==> src/design/dpe_pkg.sv <==
// Shared types and constants for the DCC packet line encoder.
// Holds the configuration defaults, the job record that the front passes to the back,
// and the sequencer states. It depends on nothing else.
`timescale 1ns / 1ps

package dpe_pkg;

  // Field widths
  localparam int unsigned BYTE_W    = 8;
  localparam int unsigned BIT_IDX_W = 3;
  localparam int unsigned PRE_W     = 5;
  localparam int unsigned DUR_W     = 20;
  localparam int unsigned CNT_W     = 5;

  // Configuration port geometry
  localparam int unsigned ADDR_W = 4;
  localparam int unsigned DATA_W = 32;

  // Job queue between front and back
  localparam int unsigned Q_DEPTH = 2;
  localparam int unsigned Q_PTR_W = 1;
  localparam int unsigned Q_CNT_W = 2;

  // Preamble limit, minimum duration and reset values of the registers
  localparam logic [PRE_W-1:0] PRE_MAX       = 5'd20;
  localparam logic [PRE_W-1:0] PRE_RST       = 5'd14;
  localparam logic [DUR_W-1:0] ONE_RST       = 20'd11600;
  localparam logic [DUR_W-1:0] ZERO_RST      = 20'd20000;
  localparam logic [DUR_W-1:0] DUR_MIN       = 20'd1;

  // Register indexes (byte address divided by four)
  typedef enum logic [1:0] {
    REG_PREAMBLE = 2'd0,
    REG_ONE_HALF = 2'd1,
    REG_ZERO_HALF = 2'd2
  } reg_idx_t;

  // Effective configuration seen by the datapath
  typedef struct packed {
    logic [PRE_W-1:0] pre_ones;
    logic [DUR_W-1:0] one_cycles;
    logic [DUR_W-1:0] zero_cycles;
  } cfg_t;

  // One classified byte: preamble bits still to send, the byte and the end flag
  typedef struct packed {
    logic [PRE_W-1:0]  pre_bits;
    logic [BYTE_W-1:0] data;
    logic              last;
  } job_t;

  // Segment of the bit stream the back end is working on
  typedef enum logic [2:0] {
    ST_LOAD,
    ST_PRE,
    ST_START,
    ST_DATA,
    ST_END
  } seg_t;

  // Status of the back end sequencer
  typedef struct packed {
    logic idle;
    logic half;
  } back_stat_t;

endpackage

==> src/design/dcc_packet_line_encoder_top.sv <==
// DCC packet line encoder: packet bytes in, half-bit line phases out.
// A byte accepted into an idle block passes the job queue and output beat register. One phase
// per cycle while a job is queued and the output drains; each bit is a high then a low phase.
// A byte is a start bit and eight data bits; a packet adds preamble first and an end bit last.
// Reset (synchronous, rst_n low): registers to defaults, queues empty, no packet open.
`timescale 1ns / 1ps

module dcc_packet_line_encoder_top (
  input  logic                       clk,
  input  logic                       rst_n,
  input  logic                       in_push,
  output logic                       in_full,
  input  logic [dpe_pkg::BYTE_W-1:0] in_data_byte,
  input  logic                       in_last_byte,
  output logic                       out_empty,
  input  logic                       out_pop,
  output logic                       out_line_level,
  output logic [dpe_pkg::DUR_W-1:0]  out_phase_cycles,
  output logic                       out_run_end,
  input  logic                       cfg_psel,
  input  logic                       cfg_penable,
  input  logic                       cfg_pwrite,
  input  logic [dpe_pkg::ADDR_W-1:0] cfg_paddr,
  input  logic [dpe_pkg::DATA_W-1:0] cfg_pwdata,
  output logic [dpe_pkg::DATA_W-1:0] cfg_prdata,
  output logic                       cfg_pready
);

  dpe_pkg::cfg_t       cfg;
  dpe_pkg::job_t       q_wr_job;
  dpe_pkg::job_t       q_rd_job;
  dpe_pkg::back_stat_t back_stat;
  logic                q_push;
  logic                q_full;
  logic                q_valid;
  logic                q_pop;

  // Register file
  dpe_cfg u_cfg (
    .clk     (clk),
    .rst_n   (rst_n),
    .psel    (cfg_psel),
    .penable (cfg_penable),
    .pwrite  (cfg_pwrite),
    .paddr   (cfg_paddr),
    .pwdata  (cfg_pwdata),
    .prdata  (cfg_prdata),
    .pready  (cfg_pready),
    .cfg     (cfg)
  );

  // Byte intake and classification
  dpe_front u_front (
    .clk          (clk),
    .rst_n        (rst_n),
    .in_push      (in_push),
    .in_data_byte (in_data_byte),
    .in_last_byte (in_last_byte),
    .in_full      (in_full),
    .cfg          (cfg),
    .q_push       (q_push),
    .q_job        (q_wr_job),
    .q_full       (q_full)
  );

  // Job queue
  dpe_fifo u_fifo (
    .clk      (clk),
    .rst_n    (rst_n),
    .push     (q_push),
    .wr_job   (q_wr_job),
    .full     (q_full),
    .rd_valid (q_valid),
    .rd_job   (q_rd_job),
    .pop      (q_pop)
  );

  // Bit sequencer and output stage
  dpe_back u_back (
    .clk              (clk),
    .rst_n            (rst_n),
    .cfg              (cfg),
    .job_valid        (q_valid),
    .job              (q_rd_job),
    .job_pop          (q_pop),
    .out_empty        (out_empty),
    .out_pop          (out_pop),
    .out_line_level   (out_line_level),
    .out_phase_cycles (out_phase_cycles),
    .out_run_end      (out_run_end),
    .stat             (back_stat)
  );

  // Releasing a job always leaves its final phase, flagged, in the output stage.
  a_pop_marks_end: assert property (@(posedge clk) disable iff (!rst_n)
    q_pop |=> (!out_empty && out_run_end))
    else $error("job released without a flagged final phase");

  // Between jobs the sequencer never sits halfway through a bit.
  a_idle_whole_bit: assert property (@(posedge clk) disable iff (!rst_n)
    back_stat.idle |-> !back_stat.half)
    else $error("sequencer idle in the middle of a bit");

  // Every phase on the ports has a nonzero duration.
  a_nonzero_phase: assert property (@(posedge clk) disable iff (!rst_n)
    !out_empty |-> (out_phase_cycles != '0))
    else $error("phase of zero duration presented");

endmodule

==> src/design/dpe_cfg.sv <==
// Configuration registers of the DCC packet line encoder on an APB-style port.
// Depends on dpe_pkg for register indexes, reset values and the cfg_t record.
`timescale 1ns / 1ps

module dpe_cfg (
  input  logic                       clk,
  input  logic                       rst_n,
  input  logic                       psel,
  input  logic                       penable,
  input  logic                       pwrite,
  input  logic [dpe_pkg::ADDR_W-1:0] paddr,
  input  logic [dpe_pkg::DATA_W-1:0] pwdata,
  output logic [dpe_pkg::DATA_W-1:0] prdata,
  output logic                       pready,
  output dpe_pkg::cfg_t              cfg
);

  logic [dpe_pkg::PRE_W-1:0] pre_r, pre_nxt;
  logic [dpe_pkg::DUR_W-1:0] one_r, one_nxt;
  logic [dpe_pkg::DUR_W-1:0] zero_r, zero_nxt;
  logic                      wr_en;
  dpe_pkg::reg_idx_t         idx;

  assign pready = 1'b1;
  assign wr_en  = psel & penable & pwrite;
  assign idx    = dpe_pkg::reg_idx_t'(paddr[dpe_pkg::ADDR_W-1:2]);

  // Write decode
  always_comb begin
    pre_nxt  = pre_r;
    one_nxt  = one_r;
    zero_nxt = zero_r;
    if (wr_en) begin
      unique case (idx)
        dpe_pkg::REG_PREAMBLE:  pre_nxt  = pwdata[dpe_pkg::PRE_W-1:0];
        dpe_pkg::REG_ONE_HALF:  one_nxt  = pwdata[dpe_pkg::DUR_W-1:0];
        dpe_pkg::REG_ZERO_HALF: zero_nxt = pwdata[dpe_pkg::DUR_W-1:0];
        default: ;
      endcase
    end
  end

  always_ff @(posedge clk) begin
    if (!rst_n) begin
      pre_r  <= dpe_pkg::PRE_RST;
      one_r  <= dpe_pkg::ONE_RST;
      zero_r <= dpe_pkg::ZERO_RST;
    end else begin
      pre_r  <= pre_nxt;
      one_r  <= one_nxt;
      zero_r <= zero_nxt;
    end
  end

  // Read decode returns the raw register contents
  always_comb begin
    unique case (idx)
      dpe_pkg::REG_PREAMBLE:
        prdata = {{(dpe_pkg::DATA_W - dpe_pkg::PRE_W){1'b0}}, pre_r};
      dpe_pkg::REG_ONE_HALF:
        prdata = {{(dpe_pkg::DATA_W - dpe_pkg::DUR_W){1'b0}}, one_r};
      dpe_pkg::REG_ZERO_HALF:
        prdata = {{(dpe_pkg::DATA_W - dpe_pkg::DUR_W){1'b0}}, zero_r};
      default:
        prdata = '0;
    endcase
  end

  // Effective values: the preamble saturates at PRE_MAX and a zero duration is replaced by DUR_MIN.
  assign cfg.pre_ones    = (pre_r > dpe_pkg::PRE_MAX) ? dpe_pkg::PRE_MAX : pre_r;
  assign cfg.one_cycles  = (one_r == '0) ? dpe_pkg::DUR_MIN : one_r;
  assign cfg.zero_cycles = (zero_r == '0) ? dpe_pkg::DUR_MIN : zero_r;

endmodule

==> src/design/dpe_front.sv <==
// Front end of the DCC packet line encoder: accepts bytes and classifies them.
// Tracks whether a packet is open and attaches the preamble length to each job.
// Depends on dpe_pkg for cfg_t and job_t.
`timescale 1ns / 1ps

module dpe_front (
  input  logic                       clk,
  input  logic                       rst_n,
  input  logic                       in_push,
  input  logic [dpe_pkg::BYTE_W-1:0] in_data_byte,
  input  logic                       in_last_byte,
  output logic                       in_full,
  input  dpe_pkg::cfg_t              cfg,
  output logic                       q_push,
  output dpe_pkg::job_t              q_job,
  input  logic                       q_full
);

  logic inside_r, inside_nxt;
  logic accept;

  assign accept  = in_push & ~q_full;
  assign in_full = q_full;
  assign q_push  = accept;

  // A byte that opens a packet carries the preamble; later bytes carry none.
  assign q_job.pre_bits = inside_r ? '0 : cfg.pre_ones;
  assign q_job.data     = in_data_byte;
  assign q_job.last     = in_last_byte;

  // The packet stays open until a beat with the last-byte flag.
  assign inside_nxt = accept ? ~in_last_byte : inside_r;

  always_ff @(posedge clk) begin
    if (!rst_n) begin
      inside_r <= 1'b0;
    end else begin
      inside_r <= inside_nxt;
    end
  end

endmodule

==> src/design/dpe_fifo.sv <==
// Short job queue between the front and back ends of the DCC packet line encoder.
// Depends on dpe_pkg for job_t and the queue geometry.
`timescale 1ns / 1ps

module dpe_fifo (
  input  logic          clk,
  input  logic          rst_n,
  input  logic          push,
  input  dpe_pkg::job_t wr_job,
  output logic          full,
  output logic          rd_valid,
  output dpe_pkg::job_t rd_job,
  input  logic          pop
);

  dpe_pkg::job_t                entry_r [dpe_pkg::Q_DEPTH];
  logic [dpe_pkg::Q_PTR_W-1:0]  wr_ptr_r, wr_ptr_nxt;
  logic [dpe_pkg::Q_PTR_W-1:0]  rd_ptr_r, rd_ptr_nxt;
  logic [dpe_pkg::Q_CNT_W-1:0]  count_r, count_nxt;

  assign full     = (count_r == dpe_pkg::Q_CNT_W'(dpe_pkg::Q_DEPTH));
  assign rd_valid = (count_r != '0);
  assign rd_job   = entry_r[rd_ptr_r];

  // Pointer and fill count update
  always_comb begin
    wr_ptr_nxt = wr_ptr_r;
    rd_ptr_nxt = rd_ptr_r;
    count_nxt  = count_r;
    if (push) begin
      wr_ptr_nxt = (wr_ptr_r == dpe_pkg::Q_PTR_W'(dpe_pkg::Q_DEPTH - 1)) ? '0 :
                   wr_ptr_r + 1'b1;
    end
    if (pop) begin
      rd_ptr_nxt = (rd_ptr_r == dpe_pkg::Q_PTR_W'(dpe_pkg::Q_DEPTH - 1)) ? '0 :
                   rd_ptr_r + 1'b1;
    end
    if (push && !pop) begin
      count_nxt = count_r + 1'b1;
    end else if (pop && !push) begin
      count_nxt = count_r - 1'b1;
    end
  end

  always_ff @(posedge clk) begin
    if (!rst_n) begin
      wr_ptr_r <= '0;
      rd_ptr_r <= '0;
      count_r  <= '0;
    end else begin
      wr_ptr_r <= wr_ptr_nxt;
      rd_ptr_r <= rd_ptr_nxt;
      count_r  <= count_nxt;
    end
  end

  // Entry storage needs no reset
  always_ff @(posedge clk) begin
    if (push) begin
      entry_r[wr_ptr_r] <= wr_job;
    end
  end

endmodule

==> src/design/dpe_back.sv <==
// Back end of the DCC packet line encoder: walks one job bit by bit and emits phases.
// Each bit gives a high then a low phase; a registered output stage holds the beat.
// Depends on dpe_pkg for cfg_t, job_t, seg_t and back_stat_t.
`timescale 1ns / 1ps

module dpe_back (
  input  logic                      clk,
  input  logic                      rst_n,
  input  dpe_pkg::cfg_t             cfg,
  input  logic                      job_valid,
  input  dpe_pkg::job_t             job,
  output logic                      job_pop,
  output logic                      out_empty,
  input  logic                      out_pop,
  output logic                      out_line_level,
  output logic [dpe_pkg::DUR_W-1:0] out_phase_cycles,
  output logic                      out_run_end,
  output dpe_pkg::back_stat_t       stat
);

  dpe_pkg::seg_t             state_r, state_nxt, seg_cur;
  logic [dpe_pkg::CNT_W-1:0] cnt_r, cnt_nxt, cnt_cur;
  logic                      half_r, half_nxt;
  logic                      out_valid_r, out_valid_nxt;
  logic                      level_r;
  logic [dpe_pkg::DUR_W-1:0] cycles_r;
  logic                      end_r;
  logic                      out_ready;
  logic                      step;
  logic                      bit_val;
  logic                      done;

  // The output stage takes a new phase when it is empty or being drained.
  assign out_ready = ~out_valid_r | out_pop;
  assign step      = job_valid & out_ready;

  // A fresh job starts in the preamble, or at the start bit when it has none.
  always_comb begin
    if (state_r == dpe_pkg::ST_LOAD) begin
      seg_cur = (job.pre_bits != '0) ? dpe_pkg::ST_PRE : dpe_pkg::ST_START;
      cnt_cur = job.pre_bits;
    end else begin
      seg_cur = state_r;
      cnt_cur = cnt_r;
    end
  end

  // Next segment: a fresh job's segment is taken on its high half, later moves after the low half of each bit
  always_comb begin
    state_nxt = state_r;
    if (step && !half_r) begin
      state_nxt = seg_cur;
    end else if (step) begin
      unique case (seg_cur)
        dpe_pkg::ST_PRE: begin
          if (cnt_cur == dpe_pkg::CNT_W'(1)) begin
            state_nxt = dpe_pkg::ST_START;
          end
        end
        dpe_pkg::ST_START: state_nxt = dpe_pkg::ST_DATA;
        dpe_pkg::ST_DATA: begin
          if (cnt_cur == '0) begin
            state_nxt = job.last ? dpe_pkg::ST_END : dpe_pkg::ST_LOAD;
          end
        end
        dpe_pkg::ST_END:  state_nxt = dpe_pkg::ST_LOAD;
        default:          state_nxt = dpe_pkg::ST_LOAD;
      endcase
    end
  end

  // Phase contents, counters and job release
  always_comb begin
    unique case (seg_cur)
      dpe_pkg::ST_START: bit_val = 1'b0;
      dpe_pkg::ST_DATA:  bit_val = job.data[cnt_cur[dpe_pkg::BIT_IDX_W-1:0]];
      default:           bit_val = 1'b1;
    endcase

    done = half_r & ((seg_cur == dpe_pkg::ST_END) |
                     ((seg_cur == dpe_pkg::ST_DATA) & (cnt_cur == '0) & ~job.last));
    job_pop = step & done;

    half_nxt = step ? ~half_r : half_r;

    cnt_nxt = cnt_r;
    if (step && !half_r) begin
      cnt_nxt = cnt_cur;
    end else if (step) begin
      unique case (seg_cur)
        dpe_pkg::ST_PRE:   cnt_nxt = cnt_cur - 1'b1;
        dpe_pkg::ST_START: cnt_nxt = dpe_pkg::CNT_W'(dpe_pkg::BYTE_W - 1);
        dpe_pkg::ST_DATA:  cnt_nxt = cnt_cur - 1'b1;
        default:           cnt_nxt = cnt_cur;
      endcase
    end

    out_valid_nxt = step | (out_valid_r & ~out_pop);
  end

  always_ff @(posedge clk) begin
    if (!rst_n) begin
      state_r     <= dpe_pkg::ST_LOAD;
      cnt_r       <= '0;
      half_r      <= 1'b0;
      out_valid_r <= 1'b0;
    end else begin
      state_r     <= state_nxt;
      cnt_r       <= cnt_nxt;
      half_r      <= half_nxt;
      out_valid_r <= out_valid_nxt;
    end
  end

  // Output beat register: high half first, then low
  always_ff @(posedge clk) begin
    if (step) begin
      level_r  <= ~half_r;
      cycles_r <= bit_val ? cfg.one_cycles : cfg.zero_cycles;
      end_r    <= done;
    end
  end

  assign out_empty        = ~out_valid_r;
  assign out_line_level   = level_r;
  assign out_phase_cycles = cycles_r;
  assign out_run_end      = end_r;

  assign stat.idle = (state_r == dpe_pkg::ST_LOAD);
  assign stat.half = half_r;

endmodule
==> config.mk <==
export PLATFORM = sky130hd
export DESIGN_NAME = dcc_packet_line_encoder_top
export DESIGN_NICKNAME = d
export VERILOG_FILES = /design/src/design/dpe_pkg.sv /design/src/design/dcc_packet_line_encoder_top.sv /design/src/design/dpe_cfg.sv /design/src/design/dpe_front.sv /design/src/design/dpe_fifo.sv /design/src/design/dpe_back.sv
export SDC_FILE = /design/constraint.sdc
export NUM_CORES = 1
export LEC_CHECK = 0
export BUFFER_PORTS_ARGS = -buffer_cell sky130_fd_sc_hd__buf_4
export CAP_MARGIN = 10
export CORE_MARGIN = 3
export CORE_UTILIZATION = 55
export CTS_CLUSTER_SIZE = 14
export DETAILED_ROUTE_END_ITERATION = 10
export GPL_TIMING_DRIVEN = 0
export PLACE_DENSITY_LB_ADDON = 0.08
export SETUP_SLACK_MARGIN = 0.05
export SYNTH_ARGS = -nofsm -noshare
export SYNTH_HDL_FRONTEND = slang
export SYNTH_SLANG_ARGS = --single-unit
==> constraint.sdc <==
create_clock -name clk -period 3.3 [get_ports clk]
set_input_delay 0.99 -clock clk [delete_from_list [all_inputs] [get_ports clk]]
set_output_delay 0.99 -clock clk [all_outputs]
set_load 0.05 [all_outputs]
== Word-level counts from Yosys, hierarchy flattened ==
Memory sizes are Yosys's and may differ from the RTL's. A register that Yosys moved wholly into a read port is not among the register bits.
Index checks and enable logic that the tools add are counted.
Word-level totals
  memories: 1
  register bits after elaboration: 82
  input bits: 52
  word-level logic and storage cells: 99
  memory bits (writable): 28
  output and inout bits: 57
Operators by class
  reductions and logical operators: 20
  eq/ne operators: 10
  bitwise logic cells: 18
  add/sub/neg operators: 5
  order comparisons: 2
  muxes and demuxes: 29
Memories
  u_fifo.entry_r: depth 2, width 14, rd ports 1, clocked after memory_dff 1, write ports 1, line dpe_fifo.sv:16  | dpe_pkg::job_t entry_r [dpe_pkg::Q_DEPTH];
Operators by type and width (count)
  two-way mux 20 bit: 3
  case mux 20 bit (3 select lines): 1
  zero test 20 bit: 2
  two-way mux 5 bit: 5
  two-way mux 3 bit: 6
  case mux 5 bit (2 select lines): 1
  AND 1 bit: 9
  case mux 3 bit (3 select lines): 1
  two-way mux 1 bit: 7
  equality test 3 x 2 -> 1 bit (second input constant): 2
  two-way mux 2 bit: 3
  inequality test 3 x 1 -> 1 bit (second input constant): 2
  NOT 1 bit: 6
  AND reduction 2 bit: 3
  nonzero test 2 bit: 3
  equality test 5 x 1 -> 1 bit (second input constant): 1
  > comparator 5 bit (second input constant): 1
  zero test 5 bit: 1
  nonzero test 5 bit: 1
  subtractor 5 x 1 -> 5 bit (second input constant): 1
  equality test 2 bit (second input constant): 2
  less-than comparator 3 x 4 -> 1 bit (second input constant): 1
  binary-select mux 1 bit (select 3 bit): 1
  equality test 3 x 1 -> 1 bit (second input constant): 1
  13 further kinds: 20

== Longest topological paths before layout ==
  word-level depth: 12
  gate-level depth with buffers: 13
  gate-level depth less buffers: 11

== Modules after synthesis ==
From an unflattened synthesis, not the netlist that was laid out.
Unflattened totals
  cell total of the unflattened synthesis: 569
  area total of the unflattened synthesis: 5680.4 sq um
By module, submodules not included
  dpe_cfg: cells each 319, area an instance 2437.3 sq um, seq. area each 900.9 sq um, times used 1
  dpe_back: cells each 166, area an instance 1858.0 sq um, seq. area each 860.8 sq um, times used 1
  dpe_fifo: cells each 65, area an instance 1227.4 sq um, seq. area each 940.9 sq um, times used 1
  dpe_front: cells each 19, area an instance 157.7 sq um, seq. area each 20.0 sq um, times used 1

== Least setup slack after synthesis ==
No wires, ideal clock.
  kind: input to output
  from: in cfg_paddr[2] (netlist bit)
  to: out cfg_prdata[0] (netlist bit)
  setup slack: -0.221 ns
  arrival: 2.531 ns
  stages on the path: 3
  buffers on the path: 1
  cell sequence: clkbuf_1 -> mux2i_1 -> o21ai_0
On the way
  longest elaborated chain between the ends: 2
  elaborated cells between the ends (all ways): 4
  those cells by class: 2 x eq/ne; 1 x mux; 1 x reduce/logical
Ends and longest elaborated chain
  start, declared: line dcc_packet_line_encoder_top.sv:23  | input logic [dpe_pkg::ADDR_W-1:0] cfg_paddr,
  equality test 2 bit (tied with other cells): line dpe_cfg.sv:57  | unique case (idx)
  case mux 20 bit (3 select lines) (*): line dpe_cfg.sv:57
  end, declared: line dcc_packet_line_encoder_top.sv:25  | output logic [dpe_pkg::DATA_W-1:0] cfg_prdata,
Mark *: on every way between the ends. The rest lies on a longest branch, timed or not.

== Worst setup path in the final report ==
  from: in cfg_paddr[2] (netlist bit)
  to: out cfg_prdata[10] (netlist bit)
Same word-level chain as after synthesis.

==> out/results.ini <==
[floorplanning]
die_area_sq_um=11300
core_area_sq_um=9500
die_height_um=106
design.portCount=109
die-width_um=106
std_cell_rows=35
initial_core_util=0.581

[setup_path]
critPathRequiredTime_ps=2310
reg2reg_depth=9
slowest_stage=clkbuf_4
crit_path_cell_trace=buf_2 -> nor2b_1 -> clkbuf_4 -> clkbuf_8 -> a22o_2 -> buf_4
path_class=in -> out
critPathLaunch=cfg_paddr[2]
endpoint=cfg_prdata[10]
path_buf_inv=4
worstReg2RegEnd=u_back.out_phase_cycles[1]
cp-start-kind=input pin
rrSetupSlack_ps=180
cp-end-kind=output pin
cp.depth=6
path_delay_family=buffers and inverters
worstPathArrival_ps=2200
path_max_fanout=10
cp_slowest_stage_delay_ps=240

[logic_synthesis]
synth_flop_cell=dfxtp_1
synth-async-reset-ratio=0
synthCells=548
ys_warn_count=0
synth_area_leaders=edfxtp_1 (27%), dfxtp_1 (22%), nand2_1 (6.9%)
synth_top_area_frac=0.272
synth_top_area_cell=edfxtp_1
synth_cell_type_count=57
syn-mean-instance-area_sq_um=10.1
ys_ff_latch=111
ys_seq_area_frac=0.494
synth_edf_count=50
syn_area_sq_um=5520

[timing]
worst_pin_slew_ps=810
finalHoldViolations=0
max_freq_mhz=313
maxSlewViolCount=0
min_period_ps=3190
fin_skew_ps=12.7
fin_tns_setup_ps=0
min_period_over_period=0.967
rsz0062_at_grt=no
setup_viol=0
fin_ws_ps=109
fin_hold_ws_ps=504
slew_headroom=0.460

[route]
dr_wl_met2_um=6500
first_pass_iters=5
via_count=4668
drtIter0Drc=333
wl_met3_um=1190
routed_wl_um=14500
wire_per_inst_um=18.5
antenna_left=0
drc_errors=0
highest_layer=met4
met1Wirelength_um=6590
vias_per_cell=5.97

[clock_network]
htree_levels=3
clk_pin_slew_worst_paths_ps=110
cts_buffers=9
clockBufferDepth=2
clock_latency_ps=370
clkSinkCount=111
cts_hold_buf=0
cts-root-buf=clkbuf_8
cts_tree=yes

[grt]
overflow=0
grt_max_degree=32
grt_pass1_wl_um=22600
grt_pass1_vias=4432
antenna_found_initial=0
grt.total_usage=0.254

[pwr]
p_per_area_nw_per_um2=569
report.power.total_mw=3.73
peakVddDrop_uv=320
leakagePower_nw=2.63

[place]
port_buffers=78
place_ws_ps=-351
place_area_sq_um=6320
place_congestion=0.949
dp_hpwl_um=10500
dp.cells=766

[final_layout]
final_area_sq_um=6560
fillers=773
stdcell_count=782
final_util=0.691
final_common_cell=nand2_1
areaGrowthSynthToFinish_pct=19.0
fin_nets=704
drive_above_1_share=0.247
final_cell_mix=nand2_1 (101), buf_4 (91), dfxtp_1 (61), edfxtp_1 (50), a21boi_0 (23)
antenna_cells=0

[hold_path]
hold_depth=2
hp-class=reg -> reg

[run]
cap_viol_max_count=0

[outcome]
status=complete, no violations

-- cell usage after synthesis (3+ instances only) --
master,number
nand2b_1,5
nor2b_1,8
a21oi_1,10
mux2_4,19
a31oi_1,3
clkbuf_1,29
ha_1,4
buf_4,13
a211oi_1,12
a21boi_0,23
and3_1,4
mux2_2,5
nor3b_1,4
buf_6,4
a21boi_1,9
dfxtp_1,61
o31ai_1,3
edfxtp_1,50
nor2_1,19
or3_1,5
nor3_1,6
a22o_1,15
o31a_1,3
and2_1,5
nand4_1,5
o311a_1,3
mux2i_1,17
nor4_1,14
o21a_1,4
a21o_1,3
nor4b_1,4
nand2_1,101
nand3_1,16
o21ai_0,16
buf_2,3
inv_1,14
-- tightest hold or removal path: stages (launching register included) --
cell and delay [ps]:
dfxtp_1 350, nand2_1 60, a21boi_1 50
-- registers in the layout, indices dropped and copies added, names as in the netlist, named ones only --
name and cells:
u_fifo.entry_r 28, u_back.out_phase_cycles 20, u_cfg.one_r 20, u_cfg.zero_r 20, u_back.cnt_r 5, u_cfg.pre_r 5, u_back.state_r 3, u_fifo.count_r 2
u_back.half_r 1, u_back.out_line_level 1, u_back.out_run_end 1, u_back.out_valid_r 1, u_fifo.rd_ptr_r 1, u_fifo.wr_ptr_r 1, u_front.inside_r 1
-- cell families after synthesis --
| logic type | count (synthesis) | synth area share |
|---|---|---|
| xor+xnor | 3 | 0.00476 |
| flops | 111 | 0.494 |
| buf+inv | 64 | 0.0585 |
| compound gates | 119 | 0.162 |
| other cells | 2 | 0.00136 |
| mux | 41 | 0.0928 |
| simple gates | 204 | 0.178 |
| fa+ha+maj | 4 | 0.00907 |
-- power breakdown --
part	leakage [nW]	switching, mW	internal (mW)
registers	0.957	0.0740	1.59
clock network	0.0998	0.501	0.364
logic	1.57	0.764	0.442
total	2.63	1.34	2.40
-- what timing repair did --
item,CTS,global route
gates resized for setup,9,10
buffers inserted,0,0
setup endpoints to repair,21,26
-- worst min-delay path by stage --
| stage | to | slack, ps | start |
|---|---|---|---|
| CTS | u_cfg.one_r[15] | 500 | u_cfg.one_r[15] |
| finish | u_cfg.one_r[15] | 500 | u_cfg.one_r[15] |
| global route | u_cfg.one_r[15] | 530 | u_cfg.one_r[15] |
| detailed placement | u_cfg.one_r[15] | 480 | u_cfg.one_r[15] |
| floorplan | u_cfg.one_r[0] | 460 | u_cfg.one_r[0] |
| global placement | u_cfg.zero_r[0] | 480 | u_cfg.zero_r[0] |
-- routing by layer --
layer  global-route usage  up-vias
met1                0.368     2258
met5                    0        -
met4               0.0759        0
li1                     -     2163
met2                0.396      226
met3               0.0364       21
-- layout make-up --
class / count / area [sq um] / share of cell area
Tap cell: 129 / 161 / 0.0246
Inverter: 14 / 52.6 / 0.00801
Clock buffer: 10 / 128 / 0.0194
Timing Repair Buffer: 78 / 586 / 0.0892
Multi-Input combinational cell: 384 / 2530 / 0.386
Sequential cell: 111 / 2720 / 0.415
Buffer: 50 / 302 / 0.0459
Clock inverter: 6 / 80.1 / 0.0122
Power figures use the tool's default switching activity.
